File: config.mk
export PLATFORM = sky130hd
export DESIGN_NAME = shrs_ctrl
export DESIGN_NICKNAME = d
export VERILOG_FILES = /design/src/hw/rtl/shrs_pkg.sv /design/src/hw/rtl/shrs_ctrl.sv
export SDC_FILE = /design/constraint.sdc
export NUM_CORES = 1
export LEC_CHECK = 0
export BUFFER_PORTS_ARGS = -buffer_cell sky130_fd_sc_hd__buf_2
export CORE_AREA = 2 2 39 41
export DETAILED_ROUTE_END_ITERATION = 8
export DIE_AREA = 0 0 41 43
export HOLD_SLACK_MARGIN = 0.06
export PLACE_DENSITY_LB_ADDON = 0.25
export RECOVER_POWER = 50
export SYNTH_ARGS = -nofsm -noshare
export SYNTH_HDL_FRONTEND = slang
export SYNTH_SLANG_ARGS = --single-unit
File: constraint.sdc
create_clock -name clock -period 1.05 [get_ports clock]
set_input_delay 0.105 -clock clock [delete_from_list [all_inputs] [get_ports clock]]
set_output_delay 0.105 -clock clock [all_outputs]
set_load 0.02 [all_outputs]
File: src/hw/rtl/shrs_pkg.sv
`default_nettype none
// ----------------------------------------------------------------------------
// shrs_pkg
// Shared constants and types of the point history ring stack.
// ----------------------------------------------------------------------------
package shrs_pkg;

   localparam int RING_DEPTH = 128;
   localparam int COORD_BITS = 24;

   localparam int IDX_BITS   = $clog2(RING_DEPTH);
   localparam int POINT_BITS = 3 * COORD_BITS;
   localparam int DIST_BITS  = 50;
   localparam int SQ_BITS    = 2 * COORD_BITS + 2;
   localparam int SUM_BITS   = SQ_BITS + 2;
   localparam int CMP_BITS   = (SUM_BITS > DIST_BITS) ? SUM_BITS : DIST_BITS;

   localparam logic [DIST_BITS-1:0] DIST_RESET = DIST_BITS'(167772);

   localparam logic OP_PUSH = 1'b0;
   localparam logic OP_POP  = 1'b1;

   typedef logic signed [COORD_BITS-1:0] coord_type;
   typedef logic [IDX_BITS-1:0]          index_type;
   typedef logic [DIST_BITS-1:0]         dist_type;

   // controller to datapath
   typedef struct packed {
      logic accept;
      logic square_en;
      logic push_commit;
      logic pop_commit;
   } cmd_type;

   // datapath to controller
   typedef struct packed {
      logic out_busy;
   } status_type;

endpackage : shrs_pkg
`default_nettype wire

File: src/hw/rtl/shrs_ctrl.sv
`default_nettype none
// ----------------------------------------------------------------------------
// shrs_ctrl
// Sequencer: accepts one transaction, steps a push through read, square and
// commit (a pop skips square), and waits at commit while a held result is stalled.
// ----------------------------------------------------------------------------
module shrs_ctrl (
   input  wire logic                 clock,
   input  wire logic                 reset,
   input  wire logic                 req_valid,
   input  wire logic                 req_opcode,
   output logic                      req_stall,
   input  wire shrs_pkg::status_type status,
   output shrs_pkg::cmd_type         cmd
);
   import shrs_pkg::*;

   localparam logic [1:0] S_IDLE     = 2'd0;
   localparam logic [1:0] S_PUSH_SQ  = 2'd1;
   localparam logic [1:0] S_PUSH_CMT = 2'd2;
   localparam logic [1:0] S_POP_CMT  = 2'd3;

   logic [1:0] state_ff;
   logic [1:0] state_in;

   always_comb begin
      cmd      = '0;
      state_in = state_ff;
      unique case (state_ff)
         S_IDLE: begin
            if (req_valid) begin
               cmd.accept = 1'b1;
               state_in   = (req_opcode == OP_POP) ? S_POP_CMT : S_PUSH_SQ;
            end
         end
         S_PUSH_SQ: begin
            cmd.square_en = 1'b1;
            state_in      = S_PUSH_CMT;
         end
         S_PUSH_CMT: begin
            if (!status.out_busy) begin
               cmd.push_commit = 1'b1;
               state_in        = S_IDLE;
            end
         end
         S_POP_CMT: begin
            if (!status.out_busy) begin
               cmd.pop_commit = 1'b1;
               state_in       = S_IDLE;
            end
         end
         default: begin
            state_in = S_IDLE;
         end
      endcase
   end

   always_ff @(posedge clock) begin
      if (reset) begin
         state_ff <= S_IDLE;
      end else begin
         state_ff <= state_in;
      end
   end

   assign req_stall = (state_ff != S_IDLE);

`ifndef SYNTHESIS
   // a push always enters the square stage in the cycle after it is accepted
   a_push_squares: assert property (@(posedge clock) disable iff (reset)
      (cmd.accept && req_opcode == OP_PUSH) |=> cmd.square_en)
      else $error("push did not enter square stage");
`endif

endmodule : shrs_ctrl
`default_nettype wire

==> flow_summary.toml, run 1 <==
[status]
status = "finished, violations left"
violations = "negative setup slack"

[timing]
final.min_clock_period_ns = 1.14
max_freq_mhz = 875
finalHoldViolCount = 0
finalSetupViolations = 4
rsz0062_at_grt = "yes"
worst_slack_ns = -0.0934
whs_ns = 0.218
finClkSkew_ns = 0.00186
drv_slew = 0
worst_pin_slew_ns = 0.241
maxSlewHeadroom_pct = 83.8
fin_crit_sh_pct = 109

[setup_path]
path_cells = "and2b_1 > and2_4 > buf_6"
end_kind = "output port"
crit_family = "flip-flops"
cp_slowest_stage_delay_ns = 0.35
crit_path_top_delay_cell = "dfxtp_4"
critPathKind = "register to output port"
start_kind = "register"
r2r_setup_slack_ns = 0.13
arrival_ns = 1.04
path_buf_inv = 1
cp_data_required_time_ns = 0.94
cp_max_fo = 6

[global_routing]
grt_pass1_vias = 136
gr-usage-all-layers_pct = 5.31
grt_pass1_wl_um = 517
grt_max_degree = 8
overflow = 0
antenna_found_initial = 0

[synth]
yosysWarnings = 0
synth.area.top_cells = "dfxtp_1, nor3b_2, o21ba_1"
syn-mean-instance-area_sq_um = 9.70
synth_cell_types = 11
synth_largest_area_cell = "dfxtp_1"
synth_area_sq_um = 116
yosys_register_bits = 2
ys_seq_area_share_pct = 34.4
netlist_instances = 12
synthesis.nets = 17
synth_top_area_share_pct = 34.4

[cts]
cts.reportedPaths.clkPinSlew_ns = 0.03
clk_latency_ns = 0.22
tritoncts = "yes"
cts_root_buf = "clkbuf_4"
clock-sinks = 2
clk_path_buf_depth = 2
cts_buffers = 3
htree_levels = 1

[pwr]
power_leakage_nw = 0.140
vdd.ir_drop.worst_uv = 223
power_density_mw_per_mm2 = 1360
total_power_mw = 0.370

[finish]
regMostFlops = "state_ff"
synthToLayoutAreaGrowth_pct = 133
final_nets = 34
final_core_util_pct = 19.6
drive_gt1_share_pct = 77.8
n_fill_cell = 157
diodes = 0
final_area_sq_um = 272
largest_reg_flops = 2
top_regs = "state_ff (2)"

[die]
std_cell_rows = 14
pin_count = 10
dieArea_sq_mm = 0.00176
core_area_sq_mm = 0.00138
die_y_um = 43
initial_core_util_pct = 8.41
die_w_um = 41

[hold_path]
hold_class = "input port to register"

[drt]
drt-initial-drc-count = 1
postRouteWirelength_um = 382
viasPerCell = 3.37
drt_first_pass_iters = 2
drc = 0
wire_per_inst_um = 8.88
ant_nets = 0
vias = 145

[placed_design]
postPlaceCellArea_sq_um = 181
hpwl_um = 243
routabilityCongestion = 0.524
io_buffers = 9

[job]
max_cap_violations = 0
==> cell usage after synthesis <==
cell	n
a211oi_1	1
and2_1	1
and2b_1	1
and2b_2	1
and3_1	1
dfxtp_1	2
nor2b_1	1
nor3_1	1
nor3b_2	1
o21ba_1	1
or2_2	1
==> area by class of cell <==
class	instances	area (sq um)	area share (%)
Multi-Input combinational cell	10	86.3	31.8
Tap cell	16	20.0	7.37
Clock buffer	3	22.5	8.29
Sequential cell	2	45.0	16.6
Timing Repair Buffer	12	97.6	35.9
==> cell usage in the layout (no fill, tap or decap), types with 3 or more instances in the layout <==
cell,netlist,final
buf_2,0,4
buf_6,0,4
clkbuf_4,0,3
buf_4,0,3
==> metal layers <==
layer | vias up | share of wire (%) | routed length [um] | GRT usage [%]
met5 | - | 0 | 0 | 0
met4 | 0 | 2.4 | 9 | 8.00
met1 | 61 | 43 | 164 | 4.47
met3 | 2 | 16 | 61 | 4.71
li1 | 72 | - | - | -
met2 | 10 | 38 | 146 | 5.63
==> worst min-delay path: cells and delay by family <==
kind | cells | cell delay, ns
compound gates | 1 | 0.06
buf+inv | 1 | 0.08
simple gates | 1 | 0.14
==> stage by stage <==
step	setup TNS, ns	cells	setup slack (ns)
floorplan	0	12	0.0877
global placement	0	37	0.127
detailed placement	0	37	0.105
CTS	-0.214	43	-0.0811
global route	-0.418	43	-0.125
finish	-0.229	43	-0.0934
==> timing repair <==
action,4_1_cts,5_1_grt
setup endpoints to repair,5,5
pin swaps,1,1
resized for setup,10,4
hold endpoints to repair,1,0
hold buffers,1,0
cloned,0,0
buffers inserted,2,0
==> where the power goes <==
group / internal (mW) / switching [mW]
Combinational: 0.0614 / 0.0426
Sequential: 0.0849 / 0.0122
Clock: 0.126 / 0.0431
==> path summary, 6_finish.rpt <==
kind | depth (start not counted) | start | endpoint
max | 3 | state_ff[1] | cmd[0]
min | 3 | req_opcode | state_ff[1]
max reg2reg | 3 | state_ff[1] | state_ff[1]
min reg2reg | 2 | state_ff[1] | state_ff[1]
==> logic make-up (layout without fill, tap and decap cells) <==
| kind of cell | Yosys count | count (layout) | share of synthesized area (%) |
|---|---|---|---|
| buffers and inverters | 0 | 15 | 0 |
| DFF | 2 | 2 | 34.4 |
| AOI/OAI and AO/OA | 2 | 2 | 15.1 |
| and+or+nand+nor | 8 | 8 | 50.5 |
No activity file was read; power rests on OpenSTA's default activity.
==> run 2: changes to the inputs <==
TNS_END_PERCENT = 5   (was unset)
==> run 2 against run 1 <==
The flow still finishes with violations (negative setup slack). First-iteration DRC count grew to 3.0 times the previous value. Routed wire length fell by 11%. Power is 4.1% lower. Register-to-register slack better by 0.02 ns. Combinational power fell by 13%. Worst setup slack improved by 0.0062 ns. Core utilization down 0.81 points. Worst hold slack worse by 0.021 ns. Maximum frequency increased by 0.54%. Critical path type unchanged.
==> flow_summary.toml, run 2 (synthesis results as in run 1) <==
[timing]
worst_pin_slew_ns = 0.210
finalHoldViolCount = 0
worst_slack_ns = -0.0873
finalSetupViolations = 4
rsz0062_at_grt = "yes"
maxSlewHeadroom_pct = 85.9
max_freq_mhz = 879
drv_slew = 0
fin_crit_sh_pct = 108
fin_setup_tns_ns = -0.219
final.min_clock_period_ns = 1.14
finClkSkew_ns = 0.00224

[cts]
clk_latency_ns = 0.22
clk_path_buf_depth = 2
cts_buffers = 3
htree_levels = 1
cts_root_buf = "clkbuf_4"
clock-sinks = 2
cts.reportedPaths.clkPinSlew_ns = 0.03
tritoncts = "yes"

[setup_path]
path_buf_inv = 1
crit_path_top_delay_cell = "dfxtp_4"
end_kind = "output port"
crit_family = "flip-flops"
arrival_ns = 1.03
critPathKind = "register to output port"
cp_slowest_stage_delay_ns = 0.35
path_cells = "and2b_1 > and2_4 > buf_6"
cp_data_required_time_ns = 0.94
start_kind = "register"
cp_max_fo = 6

[finish]
largest_reg_flops = 2
top_regs = "state_ff (2)"
final_common_cell = "buf_2"
final_area_sq_um = 260
synthToLayoutAreaGrowth_pct = 124
final_cell_mix = "buf_2, clkbuf_4, buf_6"
diodes = 0
final_nets = 33
final_core_util_pct = 18.8
regMostFlops = "state_ff"
drive_gt1_share_pct = 76.9

[global_routing]
overflow = 0
grt_max_degree = 8
gr-usage-all-layers_pct = 4.91
antenna_found_initial = 0
grt_pass1_vias = 116
grt_pass1_wl_um = 462

[die]
core_area_sq_mm = 0.00138
initial_core_util_pct = 8.41
dieArea_sq_mm = 0.00176
die_y_um = 43
die_w_um = 41
std_cell_rows = 14
pin_count = 10

[pwr]
total_power_mw = 0.355
power_leakage_nw = 0.133
power_density_mw_per_mm2 = 1360
vdd.ir_drop.worst_uv = 214

[status]
violations = "negative setup slack"
status = "finished, violations left"

[hold_path]
hold_class = "input port to register"

[drt]
drt-initial-drc-count = 3
vias = 137
postRouteWirelength_um = 341
wire_per_inst_um = 8.12
drt_first_pass_iters = 2
ant_nets = 0
viasPerCell = 3.26
drc = 0

[job]
max_cap_violations = 0

[placed_design]
hpwl_um = 243
routabilityCongestion = 0.524
postPlaceCellArea_sq_um = 181
io_buffers = 9
[run 2: cell type report]
cell class / count / area [sq um]
Clock buffer: 3 / 22.5
Tap cell: 16 / 20.0
Multi-Input combinational cell: 10 / 86.3
Sequential cell: 2 / 47.5
Timing Repair Buffer: 11 / 83.8
Fill cell: 154 / 1120
[run 2: what timing repair did]
item,CTS,global route
setup endpoints to repair,5,5
resized for setup,6,7
hold buffers,1,0
setup buffers,1,0
hold endpoints to repair,1,0
[run 2: through the flow]
| step | hold WS [ns] | instances | worst slack [ns] |
|---|---|---|---|
| after floorplan | 0.184 | 12 | 0.0877 |
| after CTS | 0.190 | 42 | -0.0811 |
| final | 0.197 | 42 | -0.0873 |
| after global placement | 0.293 | 37 | 0.127 |
| after global routing | 0.212 | 42 | -0.119 |
| after detailed placement | 0.294 | 37 | 0.105 |
[run 2: final timing paths]
kind	endpoint	depth (start not counted)	slack [ns]	from
worst max-delay path	cmd[0]	3	-0.09	state_ff[1]
worst min-delay path	state_ff[1]	3	0.20	req_opcode
worst max register to register	state_ff[1]	3	0.15	state_ff[1]
worst min register to register	state_ff[1]	2	0.59	state_ff[1]
[run 2: worst min-delay path, stage by stage]
cell,delay [ns]
buf_2,0.08
a211oi_1,0.06
nor3_1,0.13
[run 2: routing by layer]
metal | vias up | routed length (um) | global-route usage, %
met5 | - | 0 | 0
met3 | 2 | 62 | 4.71
met2 | 10 | 113 | 4.38
met1 | 55 | 156 | 4.47
met4 | 0 | 9 | 8.00
li1 | 70 | - | -
[run 2: where the power goes]
group | total [mW] | internal [mW] | switching [mW] | leakage, nW
registers | 0.0956 | 0.0839 | 0.0117 | 0.0178
logic | 0.0900 | 0.0506 | 0.0394 | 0.101
clock network | 0.169 | 0.126 | 0.0433 | 0.0138
total | 0.355 | 0.261 | 0.0944 | 0.133
==> run 3: changes to the inputs <==
clock period = 1.2 ns   (was 1.05 ns; I/O delays follow)
==> run 3 against run 2 <==
The run now ends clean. Combinational power down 30%. Clock skew about the same. Non-clock buffer count down 2. Worst setup slack better by 0.13 ns. Die area unchanged. Power down 17%. Routed wire length down 5.6%. Clock power down 12%. Via count down 3.6%. Register-to-register slack better by 0.25 ns. Critical path depth unchanged. Largest power group unchanged.
==> flow_summary.toml, run 3 (synthesis results as in run 1) <==
[status]
status = "complete, no violations"

[setup_path]
crit_path_top_delay_cell = "dfxtp_4"
rr_endpoint = "state_ff[0]"
start_kind = "register"
end_kind = "output port"
r2r_setup_slack_ns = 0.40
reg2regPathDepth = 2
cp_max_fo = 6
cp_data_required_time_ns = 1.08
cp_slowest_stage_delay_ns = 0.34
critPathKind = "register to output port"
r2r_start = "state_ff[0]"
path_cells = "and2b_1 > and2_1 > buf_2"
arrival_ns = 1.04
critPathLaunch = "state_ff[1]"
cp-endpoint = "cmd[0]"

[placed_design]
postPlaceCellArea_sq_um = 181
io_buffers = 9
place_ws_ns = 0.240
hpwl_um = 243
routabilityCongestion = 0.524

[cts]
clk_latency_ns = 0.22
clock-sinks = 2
ctsHoldBuffers = 0
cts.reportedPaths.clkPinSlew_ns = 0.03
htree_levels = 1
cts_buffers = 3
cts_root_buf = "clkbuf_4"
clk_path_buf_depth = 2
tritoncts = "yes"

[hold_path]
timing.hold.worst.start = "reset"
hold_class = "input port to register"

[timing]
fin_crit_sh_pct = 96.6
whs_ns = 0.0775
fin_setup_tns_ns = 0
maxSlewHeadroom_pct = 85.8
worst_slack_ns = 0.0411
finalSetupViolations = 0
max_freq_mhz = 863
finClkSkew_ns = 0.00184
worst_pin_slew_ns = 0.212
final.min_clock_period_ns = 1.16
finalHoldViolCount = 0
drv_slew = 0

[die]
core_area_sq_mm = 0.00138
pin_count = 10
die_y_um = 43
die_w_um = 41
std_cell_rows = 14
initial_core_util_pct = 8.41
dieArea_sq_mm = 0.00176

[finish]
final_cell_mix = "buf_2, clkbuf_4"
final_core_util_pct = 15.2
regMostFlops = "state_ff"
synthToLayoutAreaGrowth_pct = 80.6
diodes = 0
largest_reg_flops = 2
top_regs = "state_ff (2)"
drive_gt1_share_pct = 66.7
final_common_cell = "buf_2"
final_area_sq_um = 210
final_nets = 31

[global_routing]
gr-usage-all-layers_pct = 5.11
grt_max_degree = 8
grt_pass1_vias = 123
antenna_found_initial = 0
overflow = 0
grt_pass1_wl_um = 489

[pwr]
vdd.ir_drop.worst_uv = 183
combPwrFrac_pct = 21.4
p_sw_mw = 0.0785
power_density_mw_per_mm2 = 1390
pwr-share-clk_pct = 50.6
power_leakage_nw = 0.117
intPower_mw = 0.214
seqPwrFrac_pct = 28.0
swShare_pct = 26.8

[drt]
ant_nets = 0
postRouteWirelength_um = 322
wire_per_inst_um = 8.05
drt-initial-drc-count = 1
viasPerCell = 3.30
drc = 0
vias = 132
drt_first_pass_iters = 2

[job]
max_cap_violations = 0
==> run 3: cell count changes in the layout (fill, tap and decap cells not counted), sizes merged <==
cell         previous run  this run
buf                    10         8
clkbuf                  3         4
dlygate4sd3             1         0
==> run 3: repair_timing <==
item / in CTS / in global routing
setup buffers: 0 / 0
setup endpoints to repair: 1 / 1
gates resized for setup: 1 / 2
==> run 3: stage by stage <==
step	cells	total power [mW]
finish	40	0.293
global route	40	0.317
CTS	40	0.304
detailed placement	37	0.145
global placement	37	0.143
floorplan	12	0.121
==> run 3: critical path: cells and delay by family (launching register included) <==
family | cells | cell delay, ns
buf+inv | 1 | 0.15
simple gates | 2 | 0.32
flops | 1 | 0.34
==> run 3: cell type report <==
| class | instances | area [sq um] |
|---|---|---|
| fillers | 155 | 1170 |
| flip-flops and latches | 2 | 43.8 |
| well taps | 16 | 20.0 |
| repair buffers | 9 | 47.5 |
| multi-input cells | 10 | 76.3 |
| clock buffers | 3 | 22.5 |
==> run 3: power groups by stage <==
stage	sequential, mW	combinational [mW]	clock (mW)
final	0.0821	0.0626	0.148
after global routing	0.0840	0.0689	0.165
after CTS	0.0827	0.0621	0.159
after detailed placement	0.0827	0.0618	0
after global placement	0.0815	0.0618	0
after floorplan	0.0807	0.0405	0
==> run 3: how the worst min path moves through the flow <==
stage	to	slack (ns)	depth (start not counted)
global placement	state_ff[1]	0.31	2
finish	state_ff[1]	0.08	2
detailed placement	state_ff[1]	0.31	2
CTS	state_ff[1]	0.06	2
floorplan	state_ff[1]	0.20	1
global route	state_ff[1]	0.08	2
==> run 3: routing by layer <==
metal | wire, um | GRT usage, % | up-vias
met2 | 99 | 4.69 | 10
met3 | 63 | 4.71 | 2
met4 | 9 | 8.00 | 0
met5 | 0 | 0 | -
met1 | 150 | 4.79 | 52
li1 | - | - | 68
